[src/rtl/core/shbr_pkg.sv]
// Package for the sprite hull bounds recovery block: widths, stream layout,
// pipeline stage types and the pixel conversion helpers. No dependencies.
package shbr_pkg;

  localparam int unsigned COORD_W     = 16;
  localparam int unsigned DIM_W       = 15;
  localparam int unsigned PIX_W       = 15;
  localparam int unsigned XFORM_W     = 3;
  localparam int unsigned SRC_W       = 18;
  localparam int unsigned PROD_W      = 31;
  localparam int unsigned IN_TDATA_W  = 168;
  localparam int unsigned OUT_TDATA_W = 136;
  localparam int unsigned SWAP_BIT    = 2;

  localparam logic [DIM_W-1:0]   MAX_PAGE_DIM = 15'd16384;
  localparam logic [COORD_W-1:0] ROUND_HALF   = 16'h7FFF;
  localparam logic [COORD_W-1:0] DIV_65535    = 16'hFFFF;

  // output beat layout, used by the checker too
  localparam int unsigned OUT_FRAME_X_MSB = 14;
  localparam int unsigned OUT_SRC_X_LSB   = 62;
  localparam int unsigned OUT_SRC_Y_MSB   = 97;
  localparam int unsigned OUT_TRIMMED     = 98;
  localparam int unsigned OUT_USED_W      = 132;

  typedef struct packed {
    logic [COORD_W-1:0] source_width;
    logic [COORD_W-1:0] source_height;
    logic [COORD_W-1:0] trim_x;
    logic [COORD_W-1:0] trim_y;
    logic               swap;
  } side_t;

  typedef struct packed {
    logic signed [COORD_W-1:0] local_x;
    logic signed [COORD_W-1:0] local_y;
    logic [COORD_W-1:0]        u_coord;
    logic [COORD_W-1:0]        v_coord;
    logic [DIM_W-1:0]          page_width;
    logic [DIM_W-1:0]          page_height;
    side_t                     side;
    logic                      last;
  } in_stage_t;

  typedef struct packed {
    logic signed [COORD_W-1:0] local_x;
    logic signed [COORD_W-1:0] local_y;
    logic [COORD_W-1:0]        u_coord;
    logic [COORD_W-1:0]        v_coord;
    logic [PROD_W-1:0]         prod_x;
    logic [PROD_W-1:0]         prod_y;
    side_t                     side;
    logic                      last;
  } prod_stage_t;

  typedef struct packed {
    logic signed [COORD_W-1:0] local_x;
    logic signed [COORD_W-1:0] local_y;
    logic [COORD_W-1:0]        u_coord;
    logic [COORD_W-1:0]        v_coord;
    logic [PIX_W-1:0]          pix_x;
    logic [PIX_W-1:0]          pix_y;
    side_t                     side;
    logic                      last;
  } pix_stage_t;

  typedef struct packed {
    logic signed [COORD_W-1:0] min_lx;
    logic signed [COORD_W-1:0] max_lx;
    logic signed [COORD_W-1:0] min_ly;
    logic signed [COORD_W-1:0] max_ly;
    logic [PIX_W-1:0]          min_px;
    logic [PIX_W-1:0]          max_px;
    logic [PIX_W-1:0]          min_py;
    logic [PIX_W-1:0]          max_py;
    logic [COORD_W-1:0]        first_u;
    logic [COORD_W-1:0]        first_v;
  } bounds_t;

  function automatic logic [DIM_W-1:0] dim_clamp(input logic [DIM_W-1:0] dim);
    return (dim > MAX_PAGE_DIM) ? MAX_PAGE_DIM : dim;
  endfunction

  // floor((2*prod + 65535) / 131070) == floor((prod + 32767) / 65535)
  // a = q1*65536 + lo = q1*65535 + (lo + q1), remainder stays below 2*65535
  function automatic logic [PIX_W-1:0] pixel_round(input logic [PROD_W-1:0] prod);
    logic [PROD_W-1:0]  a;
    logic [PIX_W-1:0]   q1;
    logic [COORD_W:0]   r1;
    a  = prod + PROD_W'(ROUND_HALF);
    q1 = a[PROD_W-1:COORD_W];
    r1 = {1'b0, a[COORD_W-1:0]} + (COORD_W+1)'(q1);
    return (r1 >= {1'b0, DIV_65535}) ? q1 + PIX_W'(1) : q1;
  endfunction

endpackage

[src/rtl/core/sprite_hull_bounds_recovery.sv]
// Sprite hull bounds recovery: vertex stream in, one frame/trim record out
// per region. Depends on shbr_pkg.
//
// Usage:
//   s_axis carries one hull vertex per beat; tlast marks the region's last
//   vertex. Source size, trim offsets and transform are taken from the last
//   beat only. m_axis carries one record per region, after its last vertex.
//   Throughput: one vertex per cycle, no gaps between regions, unless m_axis stalls.
//   The record shows on m_axis after the last vertex is accepted and has passed
//   the input register, multiply, rounding, bounds update and output registers.
//   The page coordinate multiply is registered before its rounding step,
//   which sets the pipeline depth.
//   Reset empties the pipeline and arms the block for a new region; the
//   running bounds and first u/v clear to zero.
//   When m_axis stalls, the record holds in the output register; one more
//   record waits in the bounds stage, and vertices that do not end a region
//   keep flowing. Once both are full, the next last vertex waits in the
//   rounding register, and s_axis_tready drops when the input and multiply
//   registers behind it are full too.
module sprite_hull_bounds_recovery
  import shbr_pkg::*;
(
  input  logic                   clk_i,
  input  logic                   rst_ni,
  input  logic                   s_axis_tvalid,
  output logic                   s_axis_tready,
  // local_x, local_y, u_coord, v_coord, page_width, page_height,
  // source_width, source_height, trim x offset, trim y offset, transform, pad
  input  logic [IN_TDATA_W-1:0]  s_axis_tdata,
  input  logic                   s_axis_tlast,  // last_vertex
  output logic                   m_axis_tvalid,
  input  logic                   m_axis_tready,
  // frame_x, frame_y, span_width, span_height, source_x, source_y, trimmed,
  // first_u, first_v, status, pad
  output logic [OUT_TDATA_W-1:0] m_axis_tdata
);

  in_stage_t   a_q;
  prod_stage_t b_q;
  pix_stage_t  c_q;
  bounds_t     d_q;
  side_t       d_side_q;
  logic        a_vld_q, b_vld_q, c_vld_q, d_vld_q, out_vld_q;
  logic        a_vld_d, b_vld_d, c_vld_d, d_vld_d, out_vld_d;
  bounds_t     st_q, st_d;
  logic        awaiting_q, awaiting_d;
  logic [OUT_TDATA_W-1:0] out_q, out_d;

  logic out_free, d_free, c_go, c_free, b_free, a_free;
  logic s_acc, a_go, b_go, d_go, d_load;

  // flow control
  assign out_free = !out_vld_q || m_axis_tready;
  assign d_go     = d_vld_q && out_free;
  assign d_free   = !d_vld_q || out_free;
  assign c_go     = c_vld_q && (!c_q.last || d_free);
  assign c_free   = !c_vld_q || c_go;
  assign b_go     = b_vld_q && c_free;
  assign b_free   = !b_vld_q || c_free;
  assign a_go     = a_vld_q && b_free;
  assign a_free   = !a_vld_q || b_free;
  assign d_load   = c_go && c_q.last;

  assign s_axis_tready = a_free;
  assign s_acc         = s_axis_tvalid && a_free;

  assign a_vld_d   = s_acc || (a_vld_q && !b_free);
  assign b_vld_d   = a_go || (b_vld_q && !c_free);
  assign c_vld_d   = b_go || (c_vld_q && !c_go);
  assign d_vld_d   = d_load || (d_vld_q && !out_free);
  assign out_vld_d = d_go || (out_vld_q && !m_axis_tready);

  // running bounds update
  always_comb begin
    st_d       = st_q;
    awaiting_d = awaiting_q;
    if (c_go) begin
      if (awaiting_q) begin
        st_d.min_lx  = c_q.local_x;
        st_d.max_lx  = c_q.local_x;
        st_d.min_ly  = c_q.local_y;
        st_d.max_ly  = c_q.local_y;
        st_d.min_px  = c_q.pix_x;
        st_d.max_px  = c_q.pix_x;
        st_d.min_py  = c_q.pix_y;
        st_d.max_py  = c_q.pix_y;
        st_d.first_u = c_q.u_coord;
        st_d.first_v = c_q.v_coord;
      end else begin
        if (c_q.local_x < st_q.min_lx) st_d.min_lx = c_q.local_x;
        if (c_q.local_x > st_q.max_lx) st_d.max_lx = c_q.local_x;
        if (c_q.local_y < st_q.min_ly) st_d.min_ly = c_q.local_y;
        if (c_q.local_y > st_q.max_ly) st_d.max_ly = c_q.local_y;
        if (c_q.pix_x < st_q.min_px) st_d.min_px = c_q.pix_x;
        if (c_q.pix_x > st_q.max_px) st_d.max_px = c_q.pix_x;
        if (c_q.pix_y < st_q.min_py) st_d.min_py = c_q.pix_y;
        if (c_q.pix_y > st_q.max_py) st_d.max_py = c_q.pix_y;
      end
      awaiting_d = c_q.last;
    end
  end

  // record assembly from the bounds snapshot
  logic [COORD_W:0]       span_w_full, span_h_full;
  logic [COORD_W-1:0]     span_w, span_h, exp_w, exp_h;
  logic [SRC_W-1:0]       src_x, src_y;
  logic [PIX_W-1:0]       box_w, box_h;
  logic                   trimmed, status;

  always_comb begin
    span_w_full = {d_q.max_lx[COORD_W-1], d_q.max_lx} - {d_q.min_lx[COORD_W-1], d_q.min_lx};
    span_h_full = {d_q.max_ly[COORD_W-1], d_q.max_ly} - {d_q.min_ly[COORD_W-1], d_q.min_ly};
    span_w      = span_w_full[COORD_W-1:0];
    span_h      = span_h_full[COORD_W-1:0];
    src_x       = {2'b00, d_side_q.trim_x} + {{2{d_q.min_lx[COORD_W-1]}}, d_q.min_lx};
    src_y       = {2'b00, d_side_q.source_height} - {2'b00, d_side_q.trim_y}
                  - {{2{d_q.max_ly[COORD_W-1]}}, d_q.max_ly};
    trimmed     = !((src_x == '0) && (src_y == '0) &&
                    (span_w == d_side_q.source_width) && (span_h == d_side_q.source_height));
    exp_w       = d_side_q.swap ? span_h : span_w;
    exp_h       = d_side_q.swap ? span_w : span_h;
    box_w       = d_q.max_px - d_q.min_px;
    box_h       = d_q.max_py - d_q.min_py;
    status      = ({1'b0, box_w} != exp_w) || ({1'b0, box_h} != exp_h);
    out_d       = {(OUT_TDATA_W-OUT_USED_W)'(0), status, d_q.first_v, d_q.first_u, trimmed,
                   src_y, src_x, span_h, span_w, d_q.min_py, d_q.min_px};
  end

  // control state
  always_ff @(posedge clk_i or negedge rst_ni) begin
    if (!rst_ni) begin
      a_vld_q    <= 1'b0;
      b_vld_q    <= 1'b0;
      c_vld_q    <= 1'b0;
      d_vld_q    <= 1'b0;
      out_vld_q  <= 1'b0;
      st_q       <= '0;
      awaiting_q <= 1'b1;
    end else begin
      a_vld_q    <= a_vld_d;
      b_vld_q    <= b_vld_d;
      c_vld_q    <= c_vld_d;
      d_vld_q    <= d_vld_d;
      out_vld_q  <= out_vld_d;
      st_q       <= st_d;
      awaiting_q <= awaiting_d;
    end
  end

  // payload
  always_ff @(posedge clk_i) begin
    if (s_acc) begin
      a_q.local_x            <= s_axis_tdata[15:0];
      a_q.local_y            <= s_axis_tdata[31:16];
      a_q.u_coord            <= s_axis_tdata[47:32];
      a_q.v_coord            <= s_axis_tdata[63:48];
      a_q.page_width         <= s_axis_tdata[78:64];
      a_q.page_height        <= s_axis_tdata[93:79];
      a_q.side.source_width  <= s_axis_tdata[109:94];
      a_q.side.source_height <= s_axis_tdata[125:110];
      a_q.side.trim_x        <= s_axis_tdata[141:126];
      a_q.side.trim_y        <= s_axis_tdata[157:142];
      a_q.side.swap          <= s_axis_tdata[158+SWAP_BIT];
      a_q.last               <= s_axis_tlast;
    end
    if (a_go) begin
      b_q.local_x <= a_q.local_x;
      b_q.local_y <= a_q.local_y;
      b_q.u_coord <= a_q.u_coord;
      b_q.v_coord <= a_q.v_coord;
      b_q.prod_x  <= PROD_W'(a_q.u_coord) * PROD_W'(dim_clamp(a_q.page_width));
      b_q.prod_y  <= PROD_W'(a_q.v_coord) * PROD_W'(dim_clamp(a_q.page_height));
      b_q.side    <= a_q.side;
      b_q.last    <= a_q.last;
    end
    if (b_go) begin
      c_q.local_x <= b_q.local_x;
      c_q.local_y <= b_q.local_y;
      c_q.u_coord <= b_q.u_coord;
      c_q.v_coord <= b_q.v_coord;
      c_q.pix_x   <= pixel_round(b_q.prod_x);
      c_q.pix_y   <= pixel_round(b_q.prod_y);
      c_q.side    <= b_q.side;
      c_q.last    <= b_q.last;
    end
    if (d_load) begin
      d_q      <= st_d;
      d_side_q <= c_q.side;
    end
    if (d_go) begin
      out_q <= out_d;
    end
  end

  assign m_axis_tvalid = out_vld_q;
  assign m_axis_tdata  = out_q;

endmodule

[config.mk]
export PLATFORM = sky130hd
export DESIGN_NAME = sprite_hull_bounds_recovery
export DESIGN_NICKNAME = d
export VERILOG_FILES = /design/src/rtl/core/shbr_pkg.sv /design/src/rtl/core/sprite_hull_bounds_recovery.sv
export SDC_FILE = /design/constraint.sdc
export NUM_CORES = 2
export LEC_CHECK = 0
export BUFFER_PORTS_ARGS = -buffer_cell sky130_fd_sc_hd__buf_2
export CAP_MARGIN = 20
export CORE_UTILIZATION = 55
export CTS_BUF_LIST = sky130_fd_sc_hd__clkbuf_4
export CTS_CLUSTER_DIAMETER = 120
export CTS_CLUSTER_SIZE = 14
export DETAILED_ROUTE_END_ITERATION = 12
export GPL_ROUTABILITY_DRIVEN = 1
export PLACE_DENSITY = 0.83
export SKIP_CTS_REPAIR_TIMING = 1
export SLEW_MARGIN = 20
export SYNTH_ARGS = -nofsm -noshare
export SYNTH_HDL_FRONTEND = slang
export SYNTH_SLANG_ARGS = --single-unit
[constraint.sdc]
create_clock -name clk_i -period 7.3 [get_ports clk_i]
set_input_delay 0.73 -clock clk_i [delete_from_list [all_inputs] [get_ports clk_i]]
set_output_delay 0.73 -clock clk_i [all_outputs]
set_load 0.02 [all_outputs]
======== Yosys cells after proc, flatten, opt, wreduce, memory -nomap -nowiden ========
Index checks and enable logic that the tools add are counted.
storage, ports and cells
  input bits .............................. 173
  register bits after elaboration ......... 1027
  output and inout bits ................... 138
cells by class
  multiply operators ...................... 2
  order comparisons ....................... 12
  reduce and logical (&&, ||, !) cells .... 40
  equality and inequality tests ........... 4
  $add $sub $neg .......................... 13
  muxes and demuxes ....................... 17
operators by type and width
  operator                                                                 count
  156-bit 2-to-1 mux                                                       1
  124-bit 2-to-1 mux                                                       1
  15-bit 2-to-1 mux                                                        8
  16-bit 2-to-1 mux                                                        6
  31-bit by 15-bit adder with 31-bit output, second input constant         2
  16-bit by 15-bit multiplier with 31-bit output                           2
  18-bit zero test                                                         2
  16-bit by 15-bit adder with 17-bit output                                2
  17-bit by 16-bit >= comparator with 1-bit output, second input constant  2
  16-bit == test                                                           2
  16-bit > comparator                                                      2
  16-bit < comparator                                                      2
  32-bit 2-to-1 mux                                                        1
  15-bit by 16-bit != test with 1-bit output                               2
  16-bit subtractor                                                        2
  15-bit by 1-bit adder with 15-bit output, second input constant          2
  15-bit > comparator                                                      2
  15-bit > comparator, second input constant                               2
  15-bit < comparator                                                      2
  15-bit subtractor                                                        2
  17-bit by 16-bit adder with 18-bit output                                1
  17-bit by 16-bit subtractor with 18-bit output                           1
  16-bit by 16-bit subtractor with 17-bit output                           1
  1-bit logical AND                                                        14
  other kinds (2)                                                          24

======== Longest topological paths before layout ========
  depth in word-level cells ............... 10
  depth in mapped cells ................... 29
  depth with buffers taken out ............ 28

======== Worst setup path before layout ========
OpenSTA, ideal clock, no wires.
  kind .................................... input port to flip-flop
  start point ............................. input port m_axis_tready
  end point ............................... register out_q[0], in the netlist m_axis_tdata[0], enable pin
  slack ................................... 0.014 ns
  data required time ...................... 6.660 ns
  stages .................................. 2
  arrival ................................. 6.646 ns
  cell sequence ........................... nor2b_1 nor2b_1
on the way
  longest elaborated chain between the ends .. 2
ends and longest elaborated chain
  what                  line                                source
  from (decl)           sprite_hull_bounds_recovery.sv:32   input logic m_axis_tready,
  1-bit logical OR      sprite_hull_bounds_recovery.sv:53   assign out_free = !out_vld_q || m_axis_tready;
  1-bit logical AND     sprite_hull_bounds_recovery.sv:54   assign d_go = d_vld_q && out_free;
  via d_go              sprite_hull_bounds_recovery.sv:50   logic s_acc, a_go, b_go, d_go, d_load;
  to (signal assigned)  sprite_hull_bounds_recovery.sv:191  out_q <= out_d;
  to (decl)             sprite_hull_bounds_recovery.sv:47   logic [OUT_TDATA_W-1:0] out_q, out_d;
The timed path passes the listed nets, and every way through them passes these cells.
A chain may end at the register's enable or synchronous reset.

======== Worst setup path after layout ========
  start point ............................. register a_q[78] (netlist bit)
  end point ............................... register b_q[95] (netlist bit) (data pin)
on the way
  longest elaborated chain between the ends .. 3
ends and longest elaborated chain
  what                                                line                                source
  from (decl)                                         sprite_hull_bounds_recovery.sv:38   in_stage_t a_q;
  15-bit > comparator                                 shbr_pkg.sv:81                      return (dim > MAX_PAGE_DIM) ? MAX_PAGE_DIM : dim;
  15-bit 2-to-1 mux (*)                               shbr_pkg.sv:81
  16-bit by 15-bit multiplier with 31-bit output (*)  sprite_hull_bounds_recovery.sv:172  b_q.prod_y <= PROD_W'(a_q.v_coord) * PROD_W'(dim_clamp(a_q.page_height));
  to (decl)                                           sprite_hull_bounds_recovery.sv:39   prod_stage_t b_q;
Mark *: on every way between the ends. The rest lies on a longest branch, timed or not.

==> flow_summary.toml <==
[setup_path]
crit_top_cell = "fa_1"
r2r_cells = 27
max_stage_delay_ns = 0.50
path_delay_family = "adder cells"
path_class = "reg -> reg"
end_kind = "flip-flop"
r2r-end = "b_q[95]"
critPathSlowestCell = "fa_1"
reg2reg_from = "a_q[78]"
cp.required_ns = 8.05
ff2ff_setup_slack_ns = 0.23
cp-start-kind = "flip-flop"
worstPathArrival_ns = 7.81
crit_buf_inv = 6
worstPathMaxFanout = 8

[place]
globalplace.congestion = 0.928
port_buffers = 297
dp_cells = 6718
place_hpwl_mm = 104

[cells_and_area]
fill_cells = 8269
syn2layout_area_growth_pct = 11.0
layout_commonest_cell = "edfxtp_1"
nNetsFinal = 6484
layout-drive-gt1-share = 0.136
final_cell_mix = "865 x edfxtp_1, 708 x inv_1, 451 x ha_1, 369 x fa_1, 321 x nand2_1"
fin_cells = 7040

[status]
run_status = "finished, final reports clean"

[synthesis]
synth_edf_count = 865
ys_ff_latch = 1027
synth_cell_types = 94
yosys_warnings = 0
synth_ff_type = "edfxtp_1"
async_flop_share = 0.158
synthCells = 4951
ys_seq_area_frac = 0.493
syn_avg_cell_area_um2 = 12.3
syn_area_um2 = 60900

[clock_network]
numCtsBuffers = 83
worstSkewPairLatency_ns = 1.05
clkTransAtPathRegs_ns = 0.15
cts_max_level = 3
clockRootBuffer = "clkbuf_4"
cts_tree = "yes"
clockBufferDepth = 3
clock-sinks = 1027

[timing]
rsz0062_at_grt = "true"
worst_pin_slew_ns = 1.18
layout_worst_path_cycle_share = 0.968
finalSetupViolations = 0
max_freq_mhz = 141
finalClockSkew_ns = 0.0728
min_period_ns = 7.07
whs_ns = 0.124
slew_viol_final = 0
slew_headroom = 0.208
finalHoldViolations = 0

[global_route]
grt_pass1_vias = 39400
antenna_found_initial = 4
gr-total-overflow = 0
grt_usage = 0.249
grt_pass1_wl_mm = 216
grt_max_degree = 143

[routing]
drt_iter0_drc = 3245
wirelength_mm = 143
antenna_left = 0
vias = 39300
drc = 0
via_per_inst = 5.59
wl_per_cell_um = 20.3
drt_first_pass_iters = 6

[pwr]
netSwitchingFraction = 0.391
power.leakage_nw = 29.1
internal_power_mw = 12.9
p_seq_frac = 0.396
power.net_switching_mw = 8.28
p_comb_frac = 0.470
p_clk_frac = 0.134
power_density_nw_per_um2 = 313
vdd_drop_max_mv = 0.175
total_power_mw = 21.2

[die]
placementRows = 121
die_h_um = 335
io_pins = 311
coreArea_um2 = 109000
start_util = 0.558
die_area_um2 = 112000
die_width_um = 335

[flow_run]
maxCapViolations = 0

[hold_path]
hold_path.class = "in -> reg"
whs_endpoint = "c_vld_q"
hold_depth = 4
hold_start = "m_axis_tready"
==> worst register-to-register path: cells and delay by family (launching register included) <==
family | cells | cell delay [ns]
AOI/OAI and AO/OA | 10 | 1.84
xor gates and xnor gates | 1 | 0.14
adders and majority gates | 7 | 3.05
buffers and inverters | 6 | 0.61
DFF | 1 | 0.45
and+or+nand+nor | 3 | 0.71
==> cell families (layout without fill, tap and decap cells) <==
family | count (synthesis) | in the layout | synth area share
AO/OA/AOI/OAI | 630 | 630 | 0.0691
XOR/XNOR | 278 | 278 | 0.0400
adder cells (fa/ha/maj) | 821 | 821 | 0.214
buffers and inverters | 817 | 1423 | 0.0508
flip-flops | 1027 | 1027 | 0.493
multiplexers | 149 | 149 | 0.0274
other | 1 | 8 | 0.0000615
AND/OR/NAND/NOR | 1228 | 1228 | 0.106
==> synth_stat cells (7+ instances only) <==
master,n,share of area
or3_1,15,0.0015
a31oi_1,21,0.0022
a211oi_1,21,0.0026
dfrtp_1,161,0.066
o21bai_1,19,0.0023
o21a_1,40,0.0049
o41ai_1,8,0.0011
nor3_1,69,0.0057
nor3b_1,8,0.00099
o21ai_0,117,0.0096
a2111oi_0,8,0.0011
o31a_1,11,0.0016
xor2_1,105,0.015
nor4_1,24,0.0025
a21boi_0,10,0.0012
mux2i_1,7,0.0011
inv_1,708,0.044
a211o_1,9,0.0013
nor2_1,167,0.010
xnor2_1,173,0.025
clkbuf_1,99,0.0061
o22ai_1,23,0.0024
nand4_1,42,0.0043
nand3_1,75,0.0062
a21oi_1,153,0.013
a21o_1,78,0.0096
o2111ai_1,15,0.0022
nand2_1,322,0.020
or4_1,14,0.0017
or2_2,9,0.00092
nor2b_1,69,0.0071
o211ai_1,12,0.0015
ha_1,452,0.093
fa_1,369,0.12
and2_1,316,0.032
nand2b_1,32,0.0033
mux2_2,142,0.026
and3_1,26,0.0027
edfxtp_1,865,0.43
==> area by class of cell <==
class / instances / area [um^2] / share of cell area
flip-flops and latches: 1027 / 30000 / 0.444
multi-input cells: 3110 / 28000 / 0.414
repair buffers: 560 / 3910 / 0.0578
inverters: 708 / 2660 / 0.0393
well taps: 1476 / 1850 / 0.0273
clock buffers: 146 / 1100 / 0.0162
clock inverters: 9 / 110 / 0.00163
diodes: 4 / 10.0 / 0.000148
==> worst max-delay path by stage <==
stage | endpoint | depth (start not counted) | start
2_1_floorplan | m_axis_tdata[0] | 2 | m_axis_tready
3_3_place_gp | b_q[95] | 29 | a_q[77]
3_5_place_dp | b_q[95] | 27 | a_q[77]
4_1_cts | b_q[95] | 27 | a_q[74]
5_1_grt | b_q[95] | 27 | a_q[78]
6_report | b_q[95] | 27 | a_q[78]
==> per-layer routing <==
metal	track usage	share of wire
met5	0	0.00022
met3	0.0380	0.068
met1	0.326	0.40
met2	0.416	0.49
met4	0.104	0.043
==> registers in the layout, indices dropped and copies added (netlist names), 65 cells and up <==
| register | cells |
|---|---|
| m_axis_tdata | 132 |
| d_side_q | 65 |
| c_q | 160 |
| a_q | 160 |
| d_q | 156 |
| st_q | 156 |
| b_q | 192 |
==> metrics by stage <==
step	setup slack, ns	area [um^2]	util	TNS, ns
after floorplan	0.0136	61000	-	0
after global placement	0.0481	64700	0.592	0
after detailed placement	-0.146	64700	0.592	-0.313
after CTS	-0.164	65900	0.603	-0.396
after global routing	-0.0661	67600	0.619	-0.172
final	0.232	67600	0.619	0
==> power by group through the flow <==
| stage | Combinational, mW | Clock [mW] | Sequential, mW |
|---|---|---|---|
| global placement | 9.36 | 0 | 8.48 |
| finish | 9.95 | 2.85 | 8.40 |
| global route | 11.0 | 3.13 | 8.51 |
| CTS | 9.75 | 2.93 | 8.39 |
| detailed placement | 9.68 | 0 | 8.52 |
| floorplan | 7.07 | 0 | 8.41 |
(Power assumes the default switching activity.)
